File: src/design/piw_div.sv
module piw_div #(
  parameter int NUM_W  = 64,
  parameter int DEN_W  = 24,
  parameter int Q_W    = 48,
  parameter int STEP_N = 4,
  parameter int SIDE_W = 1
) (
  input  logic              clk,
  input  logic              rst_n,
  input  logic              in_valid,
  input  logic [NUM_W-1:0]  in_num,
  input  logic [DEN_W-1:0]  in_den,
  input  logic [SIDE_W-1:0] in_side,
  output logic              out_valid,
  output logic [Q_W-1:0]    out_quot,
  output logic [SIDE_W-1:0] out_side
);

  // Restoring division, STEP_N quotient bits per stage. The upper
  // NUM_W-Q_W bits of the numerator must be below the denominator.
  localparam int NST   = Q_W / STEP_N;
  localparam int TOP_W = NUM_W - Q_W;

  logic              vld_r  [NST];
  logic [DEN_W-1:0]  rem_r  [NST];
  logic [Q_W-1:0]    work_r [NST];
  logic [DEN_W-1:0]  den_r  [NST];
  logic [SIDE_W-1:0] side_r [NST];

  for (genvar k = 0; k < NST; k++) begin : g_stage
    logic              vld_in;
    logic [DEN_W-1:0]  rem_in;
    logic [Q_W-1:0]    work_in;
    logic [DEN_W-1:0]  den_in;
    logic [SIDE_W-1:0] side_in;
    logic [DEN_W-1:0]  rem_nxt;
    logic [Q_W-1:0]    work_nxt;

    if (k == 0) begin : g_first
      assign vld_in  = in_valid;
      assign rem_in  = DEN_W'(in_num[NUM_W-1 -: TOP_W]);
      assign work_in = in_num[Q_W-1:0];
      assign den_in  = in_den;
      assign side_in = in_side;
    end else begin : g_rest
      assign vld_in  = vld_r[k-1];
      assign rem_in  = rem_r[k-1];
      assign work_in = work_r[k-1];
      assign den_in  = den_r[k-1];
      assign side_in = side_r[k-1];
    end

    always_comb begin : step
      logic [DEN_W:0] trial;
      rem_nxt  = rem_in;
      work_nxt = work_in;
      for (int i = 0; i < STEP_N; i++) begin
        trial    = {rem_nxt, work_nxt[Q_W-1]};
        work_nxt = {work_nxt[Q_W-2:0], 1'b0};
        if (trial >= {1'b0, den_in}) begin
          rem_nxt     = DEN_W'(trial - {1'b0, den_in});
          work_nxt[0] = 1'b1;
        end else begin
          rem_nxt = trial[DEN_W-1:0];
        end
      end
    end

    always_ff @(posedge clk) begin
      if (!rst_n) begin
        vld_r[k] <= 1'b0;
      end else begin
        vld_r[k] <= vld_in;
      end
    end

    always_ff @(posedge clk) begin
      rem_r[k]  <= rem_nxt;
      work_r[k] <= work_nxt;
      den_r[k]  <= den_in;
      side_r[k] <= side_in;
    end
  end

  assign out_valid = vld_r[NST-1];
  assign out_quot  = work_r[NST-1];
  assign out_side  = side_r[NST-1];

endmodule

File: config.mk
export PLATFORM = sky130hd
export DESIGN_NAME = piw_div
export DESIGN_NICKNAME = d
export VERILOG_FILES = /design/src/design/piw_div.sv
export SDC_FILE = /design/constraint.sdc
export NUM_CORES = 2
export LEC_CHECK = 0
export BUFFER_PORTS_ARGS = -buffer_cell sky130_fd_sc_hd__buf_2
export CAP_MARGIN = 20
export CORE_MARGIN = 2
export CORE_UTILIZATION = 40
export DETAILED_ROUTE_END_ITERATION = 6
export GPL_TIMING_DRIVEN = 0
export SLEW_MARGIN = 5
export SYNTH_ARGS = -nofsm -noshare
export SYNTH_HDL_FRONTEND = slang
export SYNTH_SLANG_ARGS = --single-unit
File: constraint.sdc
create_clock -name clk -period 14.56 [get_ports clk]
set_clock_uncertainty 0.1 [all_clocks]
set_input_delay 2.184 -clock clk [delete_from_list [all_inputs] [get_ports clk]]
set_output_delay 2.184 -clock clk [all_outputs]
set_load 0.01 [all_outputs]
======== Yosys cells after proc, flatten, opt, wreduce, memory -nomap -nowiden ========
Memories as Yosys holds them, arrays and structs flattened.
Cells that the tools add are included.
word-level totals
  flip-flop bits (word level) ............. 0
  memory bits (writable) .................. 1176
  input port bits ......................... 92
  output and inout port bits .............. 50
  memories kept ........................... 5
memory list
  memory  words  width  read ports  clocked after Yosys merged registers in  wr ports  line  RTL
  work_r  12     48     12          0                                        12        26    logic [Q_W-1:0] work_r [NST];
  den_r   12     24     11          0                                        12        27    logic [DEN_W-1:0] den_r [NST];
  rem_r   12     24     11          0                                        12        25    logic [DEN_W-1:0] rem_r [NST];
  side_r  12     1      12          0                                        12        28    logic [SIDE_W-1:0] side_r [NST];
  vld_r   12     1      12          0                                        12        24    logic vld_r [NST];
cells by class
  add/sub/neg operators ................... 48
  $lt $le $gt $ge ......................... 48
  muxes and demuxes ....................... 110
  bitwise operators ....................... 12
operator list
  kind                                                            count
  25-bit by 24-bit greater-or-equal comparator with 1-bit output  47
  24-bit 2-to-1 mux                                               48
  24-bit subtractor                                               47
  1-bit 2-to-1 mux                                                62
  17-bit by 24-bit greater-or-equal comparator with 1-bit output  1
  17-bit by 24-bit subtractor with 24-bit output                  1
  1-bit bitwise OR                                                12

======== Longest topological paths before layout ========
An unclocked memory read counts as a cell.
  depth after elaboration ................. 9
  depth in mapped cells ................... 60

======== Worst setup path after synthesis ========
Ideal clock, no wire load.
  path kind ............................... input to register
  start ................................... in in_num[47]
  end ..................................... mem rem_r[0][23]
  arrival ................................. 12571 ps
  setup slack ............................. 1767 ps
  stages .................................. 53
  buffers on the path ..................... 6
  path through ............................ inv_1 > ha_1 > inv_1 > fa_1 > a211oi_1 > nor2_1 > o21ai_1 > o21ai_0 > a211oi_1 > a31oi_1 > a21o_1 > clkbuf_1 > o21ai_0 > inv_1 > ha_1 > nor2b_1 > o21ai_0 > nand2b_1 > [17 not listed] > o31a_1 > buf_2 > inv_2 > buf_2 > a21oi_1 > ha_1 > nor2b_1 > o21ai_0 > a21boi_0 > o21ai_0 > a21oi_1 > a31oi_1 > o21ai_0 > o31ai_1 > o2bb2ai_1 > o211ai_2 > buf_2 > a221o_1
RTL lines
  element             line  RTL
  start: declaration  11    input logic [NUM_W-1:0] in_num,
  end: declaration    25

==> results.json <==
{
  "hold_violations": 0,
  "maxCapViolations": 0,
  "clkLatencyLatePin_ns": 0.82,
  "use_met3_pct": 3.11,
  "gr-total-overflow": 0,
  "post-route-period-util_pct": 95.3,
  "synthMuxAreaShare_pct": 7.04,
  "crit_top_cell": "a21oi_1",
  "cts_tree": "built",
  "period_needed_ns": 13.88,
  "synthAdderAreaFrac_pct": 17.3,
  "die_y_um": 474,
  "path_clk_slew_ns": 0.06,
  "clock_path_buffers": 3,
  "crit_slowest_cell": "dfxtp_1",
  "drc": 0,
  "crit_fanout": 10,
  "nNetsFinal": 11990,
  "synth-xor-area-share_pct": 8.98,
  "start_kind": "flip-flop",
  "synth_compound_area_share_pct": 23.1,
  "grt_pass1_wl_um": 428000,
  "io_buffers": 141,
  "holdPathStages": 0,
  "arrival_ns": 14.39,
  "fmax_mhz": 72.0,
  "synthSimpleGateAreaFrac_pct": 14.0,
  "firstDrtPassIters": 6,
  "avgRoutedWirePerCell_um": 20.3,
  "ioPinCount": 142,
  "antenna_found_initial": 11,
  "synth_top_family_by_area": "compound AO/OA/AOI/OAI gates",
  "fp-row-count": 172,
  "detail_route.vias_per_cell": 5.70,
  "cts-root-buf": "clkbuf_16",
  "grtUsageMet1_pct": 33.1,
  "synth_nets": 11704,
  "grt_pass1_vias": 75513,
  "worst_slack_ns": 0.678,
  "critical_path_class": "flip-flop to flip-flop",
  "ant_nets": 0,
  "drt_wl_total_um": 280000,
  "hold_path.class": "flip-flop to flip-flop",
  "dpl_worst_slack_ns": -1.39,
  "fp.dieW_um": 474,
  "hold_buffers": 0,
  "design.die.area_sq_mm": 0.225,
  "hold_slack_ns": 0.193,
  "utilization_pct": 44.6,
  "grt_max_degree": 17,
  "globalRoute.busiestLayer": "met2",
  "async_reset_ff_share_pct": 0,
  "r2r_cells": 50,
  "core_area_sq_mm": 0.220,
  "cp.required_ns": 15.07,
  "htreeDepth": 4,
  "yosys_warnings": 0,
  "critical_path.max_stage_delay_ns": 0.52,
  "netlist_area_sq_mm": 0.0884,
  "synth_cell_types": 113,
  "status": "complete, no violations",
  "worst_pin_slew_ns": 0.917,
  "seq_area_frac_synth_pct": 25.5,
  "cp-end-kind": "flip-flop",
  "ys_ff_latch": 1128,
  "gp_congestion": 0.966,
  "dp_hpwl_um": 230000,
  "grt_use_met2_pct": 38.5,
  "ys.flop_type": "dfxtp_1",
  "syn_avg_cell_area_sq_um": 8.49,
  "syn_to_final_growth_pct": 10.8,
  "cts_sinks": 1128,
  "drv_slew": 0,
  "drt_iter0_markers": 5970,
  "setup_viol": 0,
  "relSlewSlack_pct": 37.3,
  "syn_inst": 10420,
  "fin_setup_tns_ns": 0,
  "cts_inserted_buffers": 131,
  "vias": 78564,
  "drive_above_1_share_pct": 10.8,
  "grtUsageTotal_pct": 24.0,
  "start_util_pct": 40.2,
  "synth_edf_count": 0
}
==> critical path, delay by kind of cell (launching register included) <==
kind | cells | cell delay (ns)
AO/OA/AOI/OAI | 26 | 6.48
buffers and inverters | 8 | 2.17
flip-flops | 1 | 0.52
AND/OR/NAND/NOR | 9 | 1.94
multiplexers | 3 | 1.01
adder cells (fa/ha/maj) | 4 | 1.40
==> metal layers <==
layer	wire, um	part of all wire (%)	vias to the layer above
li1	-	-	38485
met1	131000	47	37261
met2	123000	44	2330
met3	16400	5.9	484
met4	9700	3.5	4
met5	27	0.0096	-
==> state kept, by name (all words and copies together) (netlist names) <==
register and count:
rem_r 264, den_r 264, work_r 576, side_r 12
vld_r 12
==> area by class of cell <==
cell class	count	area, sq um
plain buffers	191	947
flip-flops and latches	1128	22600
fillers	21599	122000
repair buffers	155	811
multi-input cells	8377	62600
inverters	722	2740
diodes	5	12.5
clock buffers	160	3570
well taps	2958	3700
clock inverters	80	1030
==> what timing repair did <==
item / in CTS / in global routing
endpoints found under the setup margin: 149 / 276
pin swaps: 1 / 2
resized for setup: 35 / 147
setup buffers: 1 / 13
==> synth_stat cells (93+ instances only) <==
cell         n  area share (%)
nor2_1     710             3.0
a21oi_1    958             5.4
xnor2_1    578             5.7
nand4_1    160             1.1
ha_1      1145              16
o21ai_0    668             3.8
nand3_1    186             1.1
clkbuf_1    93            0.39
dfxtp_1   1128              26
nor3_1     160            0.91
mux2i_1    104             1.2
o21a_1     127             1.1
mux2_2     442             5.6
nor2b_1    127            0.90
a21o_1     454             3.9
inv_1      704             3.0
xor2_1     329             3.3
o21bai_1   135             1.1
nand2b_1   157             1.1
nand2_1    643             2.7
==> metrics by stage <==
stage / cell area (sq um) / std cells
floorplan: 88400 / 10420
global placement: 92800 / 13519
detailed placement: 92800 / 13519
CTS: 97500 / 13760
global route: 98000 / 13772
finish: 98000 / 13776
==> path summary, 6_finish.rpt <==
kind | from | to | slack, ns
max | den_r[1][1] | rem_r[2][19] | 0.68
min | work_r[2][113] | work_r[2][165] | 0.19
max reg2reg | den_r[1][1] | rem_r[2][19] | 0.68
min reg2reg | work_r[2][113] | work_r[2][165] | 0.19
==> cells in the final DEF (no fill, tap or decap), types with 69 or more instances in the layout <==
cell type     n
clkbuf_16   133
nor2_1      708
nand2b_1    157
dfxtp_1    1126
o21bai_1    135
nor2b_1     127
and2_1       72
clkbuf_1     69
xnor2_1     578
nand4_1     160
o21a_1      126
mux2_2      442
nand2_1     642
o21ai_0     642
and3_1       75
a21oi_1     951
nand3_1     186
mux2i_1     101
ha_1       1145
xor2_1      329
inv_1       699
a21o_1      454
a211oi_1     84
buf_2       200
nor3_1      157
==> cell families after synthesis <==
family | Yosys count
AO/OA/AOI/OAI | 3171
XOR/XNOR | 907
adder cells (fa/ha/maj) | 1192
buffers and inverters | 915
flip-flops | 1128
multiplexers | 562
AND/OR/NAND/NOR | 2545
Power is left out: the tool's default activity adds up to more than one toggle a clock period on the data nets, which glitch-free logic cannot reach.
