### src/design/piw_sqrt.sv
module piw_sqrt #(
  parameter int ROOT_W = 32,
  parameter int STEP_N = 2,
  parameter int SIDE_W = 1
) (
  input  logic                clk,
  input  logic                rst_n,
  input  logic                in_valid,
  input  logic [2*ROOT_W-1:0] in_rad,
  input  logic [SIDE_W-1:0]   in_side,
  output logic                out_valid,
  output logic [ROOT_W-1:0]   out_root,
  output logic [SIDE_W-1:0]   out_side
);

  // Digit-by-digit integer square root, STEP_N root bits per stage.
  localparam int NST   = ROOT_W / STEP_N;
  localparam int RAD_W = 2 * ROOT_W;
  localparam int REM_W = ROOT_W + 2;

  logic              vld_r  [NST];
  logic [REM_W-1:0]  rem_r  [NST];
  logic [ROOT_W-1:0] root_r [NST];
  logic [RAD_W-1:0]  rad_r  [NST];
  logic [SIDE_W-1:0] side_r [NST];

  for (genvar k = 0; k < NST; k++) begin : g_stage
    logic              vld_in;
    logic [REM_W-1:0]  rem_in;
    logic [ROOT_W-1:0] root_in;
    logic [RAD_W-1:0]  rad_in;
    logic [SIDE_W-1:0] side_in;
    logic [REM_W-1:0]  rem_nxt;
    logic [ROOT_W-1:0] root_nxt;
    logic [RAD_W-1:0]  rad_nxt;

    if (k == 0) begin : g_first
      assign vld_in  = in_valid;
      assign rem_in  = '0;
      assign root_in = '0;
      assign rad_in  = in_rad;
      assign side_in = in_side;
    end else begin : g_rest
      assign vld_in  = vld_r[k-1];
      assign rem_in  = rem_r[k-1];
      assign root_in = root_r[k-1];
      assign rad_in  = rad_r[k-1];
      assign side_in = side_r[k-1];
    end

    always_comb begin : step
      logic [REM_W+1:0] temp;
      logic [REM_W+1:0] trial;
      rem_nxt  = rem_in;
      root_nxt = root_in;
      rad_nxt  = rad_in;
      for (int i = 0; i < STEP_N; i++) begin
        temp    = {rem_nxt, rad_nxt[RAD_W-1 -: 2]};
        rad_nxt = {rad_nxt[RAD_W-3:0], 2'b00};
        trial   = {2'b00, root_nxt, 2'b01};
        if (temp >= trial) begin
          rem_nxt  = REM_W'(temp - trial);
          root_nxt = {root_nxt[ROOT_W-2:0], 1'b1};
        end else begin
          rem_nxt  = temp[REM_W-1:0];
          root_nxt = {root_nxt[ROOT_W-2:0], 1'b0};
        end
      end
    end

    always_ff @(posedge clk) begin
      if (!rst_n) begin
        vld_r[k] <= 1'b0;
      end else begin
        vld_r[k] <= vld_in;
      end
    end

    always_ff @(posedge clk) begin
      rem_r[k]  <= rem_nxt;
      root_r[k] <= root_nxt;
      rad_r[k]  <= rad_nxt;
      side_r[k] <= side_in;
    end
  end

  assign out_valid = vld_r[NST-1];
  assign out_root  = root_r[NST-1];
  assign out_side  = side_r[NST-1];

endmodule

### config.mk
export PLATFORM = sky130hd
export DESIGN_NAME = piw_sqrt
export DESIGN_NICKNAME = d
export VERILOG_FILES = /design/src/design/piw_sqrt.sv
export SDC_FILE = /design/constraint.sdc
export NUM_CORES = 2
export LEC_CHECK = 0
export BUFFER_PORTS_ARGS = -buffer_cell sky130_fd_sc_hd__clkbuf_2
export CAP_MARGIN = 10
export CORE_MARGIN = 4
export CORE_UTILIZATION = 64
export CTS_CLUSTER_DIAMETER = 150
export DETAILED_ROUTE_END_ITERATION = 8
export PLACE_DENSITY = 0.81
export SYNTH_ARGS = -nofsm -noshare
export SYNTH_HDL_FRONTEND = slang
export SYNTH_SLANG_ARGS = --single-unit
### constraint.sdc
create_clock -name clk -period 11.2 [get_ports clk]
set_input_delay 1.12 -clock clk [delete_from_list [all_inputs] [get_ports clk]]
set_output_delay 1.12 -clock clk [all_outputs]
set_load 0.01 [all_outputs]
# Word level (Yosys, flattened, before mapping)
# Memories as Yosys holds them, arrays and structs flattened.
# Index checks and enable logic that the tools add are counted.
[totals]
ff_bits = 0
ramBits = 2048
input_bits = 68
out_inout_bits = 34
elab_cells = 167
n_memories = 5
[classes]
add_sub_neg = 32
magnitude_cmp = 32
mux = 82
bitwise_logic = 16
[mem_list]
columns = ["name", "depth", "word_bits", "read_ports", "rd_ports_with_merged_regs", "write_ports", "line_no", "text"]
rows = [
  ["rad_r", 16, 60, 15, 0, 16, "24", "logic [RAD_W-1:0] rad_r [NST];"],
  ["rem_r", 16, 34, 15, 0, 16, "22", "logic [REM_W-1:0] rem_r [NST];"],
  ["root_r", 16, 32, 16, 0, 16, "23", "logic [ROOT_W-1:0] root_r [NST];"],
  ["side_r", 16, 1, 16, 0, 16, "25", "logic [SIDE_W-1:0] side_r [NST];"],
  ["vld_r", 16, 1, 16, 0, 16, "21", "logic vld_r [NST];"],
]
[op_table]
columns = ["op", "n"]
rows = [
  ["$mux W34", 32],
  ["$ge A36 B34 Y1", 30],
  ["$sub A34 B34 Y34", 30],
  ["$mux W1", 50],
  ["$ge A36 B3 Y1", 1],
  ["$sub A34 B3 Y34", 1],
  ["$or A1 B1 Y1", 16],
  ["$sub A2 B1 Y3 const B", 1],
  ["$ge A2 B1 Y1 const B", 1],
]

# Longest topological paths before layout
# An unclocked memory read counts as a cell.
[depth]
ltp_word = 5
ltp_mapped = 31
mapped_depth_nobuf = 28

# Worst setup path after synthesis
# No wires, ideal clock.
[synth_path]
kind = "reg2reg"
start = "memory root_r[11][6] (netlist: root_r[1][102])"
end = "memory rem_r[1][155] in the netlist's numbering"
setup_ps = 74
arrival_ps = 6415
required_time_ps = 11126
slack_ps = 4711
path_stages_with_launch = 29
path_buffers = 6
synth_period_minus_slack_ps = 6489
path_cell_list = "dfxtp_1 inv_1 ha_1 clkbuf_1 nand3_1 nor3_1 o31ai_1 a2111o_1 a21oi_1 nand2b_1 clkbuf_1 clkbuf_1 mux2_2 ha_1 a21o_1 a21o_1 a21o_1 o21bai_1 a311o_1 or3_1 o21ai_0 nor3_1 nor3_1 and3_1 clkbuf_1 clkbuf_1 clkbuf_1 nand2_1 o21ai_0"
[synth_rtl]
columns = ["element", "line_no"]
rows = [
  ["start: declaration", "23"],
  ["end: declaration", "22"],
]

==> results_dict.tcl <==
set metrics [dict create \
    vias_per_cell 6.254 \
    worstPathArrival_ps 8890 \
    clock_path_buffers 3 \
    setup_viol 0 \
    clock-root-buffer "clkbuf_16" \
    clkTransAtPathRegs_ps 70 \
    vias 60364 \
    hold_violations 0 \
    die_width_microns 337.7 \
    power_density_nw_per_um2 207.8 \
    place_congestion 0.9955 \
    yosysTopAreaCellShare 0.3658 \
    insertion_delay_ps 780 \
    grt_usage 0.3322 \
    p_leak_nw 35.06 \
    fin_setup_tns_ps 0 \
    ys_seq_area_frac 0.3658 \
    post-route-period-util 0.7382 \
    first_pass_iters 6 \
    cts_buffers 131 \
    yosysWarnings 0 \
    layout-drive-gt1-share 0.06270 \
    die_h_microns 337.7 \
    ys.flop_type "dfxtp_1" \
    die_area_sq_um 114000 \
    async_flop_share 0 \
    synth-edff-count 0 \
    fin_worst_skew_ps 47.24 \
    wl_per_cell_microns 20.25 \
    finalNonFillerCells 9652 \
    ir_drop_uv 138.0 \
    cts_hold_buf 0 \
    crit_path_end_kind "register" \
    cts_tree "yes" \
    timing.fmax_ghz 0.1209 \
    ys_ff_latch 1271 \
    status "complete, no violations" \
    synth_top_area_cell "dfxtp_1" \
    core_area_sq_um 107500 \
    routed_wl_mm 195.5 \
    grt-ovfl-total 0 \
    drtIter0Drc 5377 \
    multi_input_area_sq_um 41480 \
    hp-class "register to register" \
    num_rows 120 \
    critPathMaxFanout 34 \
    finalMaxSlewViolations 0 \
    startpoint_type "register" \
    post_cts_resized 0 \
    clock_sinks 1271 \
    critPathRequiredTime_ps 11820 \
    post-cts-setup-buffer-count 0 \
    synth.area.top_cells "dfxtp_1, ha_1, xnor2_1" \
    fin_crit_ps 8268 \
    slew_headroom 0.2305 \
    io_pins 102 \
    dpl.hpwl_mm 150.3 \
    grt_max_degree 52 \
    rsz0062_at_grt "no" \
    max_cap_viol_count 0 \
    antenna_found_initial 6 \
    synth_area_sq_um 69550 \
    nets 8770 \
    route.detailed.drc 0 \
    io_buffers 101 \
    synthCells 8114 \
    syn2layout_area_growth_pct 9.174 \
    nFillCells 8398 \
    initial_core_util 0.6470 \
    grt_pass1_wl_mm 304.6 \
    grt_pass1_vias 57625 \
    netlist-cell-type-count 94 \
    worst_pin_slew_ps 1153 \
    seqCellArea_sq_um 25440 \
    synth.avg_cell_area_sq_um 8.572 \
    dp.cells 9414 \
    worst_hold_slack_ps 302.1 \
    crit_type "register to register" \
    drtAntennaViolNets 0 \
    htreeDepth 4 \
]
-- cells by family (layout without fill, tap and decap cells) --
group	Yosys count	count (layout)	synth area share
muxes	101	101	0.01590
AOI/OAI and AO/OA	2039	2039	0.1873
other	1	6	0.00005391
xor gates and xnor gates	805	805	0.1014
DFF	1271	1271	0.3658
and+or+nand+nor	2637	2637	0.1908
buffers and inverters	702	832	0.03833
adders and majority gates	558	558	0.1004
-- worst max-delay path, cell delays in order, from the launching register on --
cell      delay [ps]
dfxtp_1          330
inv_1             60
ha_1             390
nand4_1          170
or4_1            620
o41a_1           460
and2_1           200
nand2b_1         620
inv_1            380
buf_4            350
o31ai_1          440
ha_1             370
a21o_1           180
a21oi_1          250
o21bai_1         120
a311o_1          360
or3_1            300
o21ai_0          640
nor3_1            90
nor3_1           390
and3_1           550
buf_4            390
inv_1            140
mux2_2           300
-- power breakdown --
group	switching, mW	internal, mW	leakage [nW]	total (mW)
Sequential	0.785	5.27	10.6	6.06
Combinational	3.00	2.01	22.1	5.01
Clock	1.96	2.75	2.31	4.71
Total	5.74	10.0	35.1	15.8
-- synthesized netlist by cell type, types with 17 or more instances --
| cell | n |
|---|---|
| o21bai_1 | 73 |
| a21oi_1 | 624 |
| and2_1 | 74 |
| dfxtp_1 | 1271 |
| a21o_1 | 261 |
| nand3_1 | 199 |
| o21a_1 | 89 |
| mux2_2 | 75 |
| nand4b_1 | 26 |
| nor2b_1 | 85 |
| o211ai_1 | 52 |
| o31ai_1 | 59 |
| nor2_1 | 644 |
| nor4b_1 | 23 |
| xnor2_1 | 482 |
| or3_1 | 89 |
| a2111oi_0 | 28 |
| nor3b_1 | 24 |
| nand4_1 | 154 |
| a31oi_1 | 73 |
| nand3b_1 | 38 |
| a41oi_1 | 17 |
| o21ai_0 | 424 |
| nor4_1 | 98 |
| nor3_1 | 211 |
| buf_1 | 21 |
| clkbuf_1 | 193 |
| and3_1 | 78 |
| inv_1 | 463 |
| ha_1 | 558 |
| or4_1 | 45 |
| mux2i_1 | 25 |
| a211o_1 | 28 |
| a211oi_1 | 53 |
| nand2b_1 | 81 |
| a21boi_0 | 22 |
| or2_2 | 47 |
| and4_1 | 25 |
| xor2_1 | 323 |
| nand2_1 | 649 |
-- final cells by class --
type	instances	share of cell area
diodes	3	0.00009886
clock buffers	167	0.04772
clock inverters	68	0.01547
inverters	473	0.02338
multi-input cells	6143	0.5462
flip-flops and latches	1271	0.3351
well taps	1403	0.02312
repair buffers	124	0.008931
-- routing by layer --
metal  vias up  track usage  routed length [microns]
li1      28974            -                        -
met1     28201       0.4011                    78560
met2      2531       0.5648                    92030
met3       658      0.04523                    12230
met4         0       0.1990                    12660
met5         -            0                        0
-- metrics by stage --
stage	utilization	setup slack (ps)	area, sq um	total power, mW
after floorplan	-	4711	69560	9.611
after global placement	0.6617	3434	71130	10.85
final	0.7064	2932	75940	15.78
after CTS	0.7063	3141	75930	15.72
after detailed placement	0.6617	3219	71130	10.97
after global routing	0.7063	2420	75930	16.57
-- registers in the layout, indices dropped and copies added (netlist names) --
name    cells
side_r     16
rem_r     487
rad_r     480
vld_r      16
root_r    272
-- path summary, 6_finish.rpt --
check	startpoint	to	slack, ps	depth (start not counted)
max	root_r[1][117]	rem_r[1][148]	2930	23
max reg2reg	root_r[1][117]	rem_r[1][148]	2930	23
min	rad_r[0][9]	rad_r[0][73]	300	0
min reg2reg	rad_r[0][9]	rad_r[0][73]	300	0
-- placed cells by master (no fill, tap or decap), types with 101 or more instances in the layout --
master,synthesis,layout
xnor2_1,482,482
nand2_1,649,649
nand4_1,154,154
nor2_1,644,644
ha_1,558,558
a21o_1,261,261
o21ai_0,424,424
xor2_1,323,323
inv_1,463,463
a21oi_1,624,624
dfxtp_1,1271,1271
nand3_1,199,199
clkbuf_2,0,101
clkbuf_16,0,131
nor3_1,211,211
Note: power is estimated with default switching activity, not from simulation.
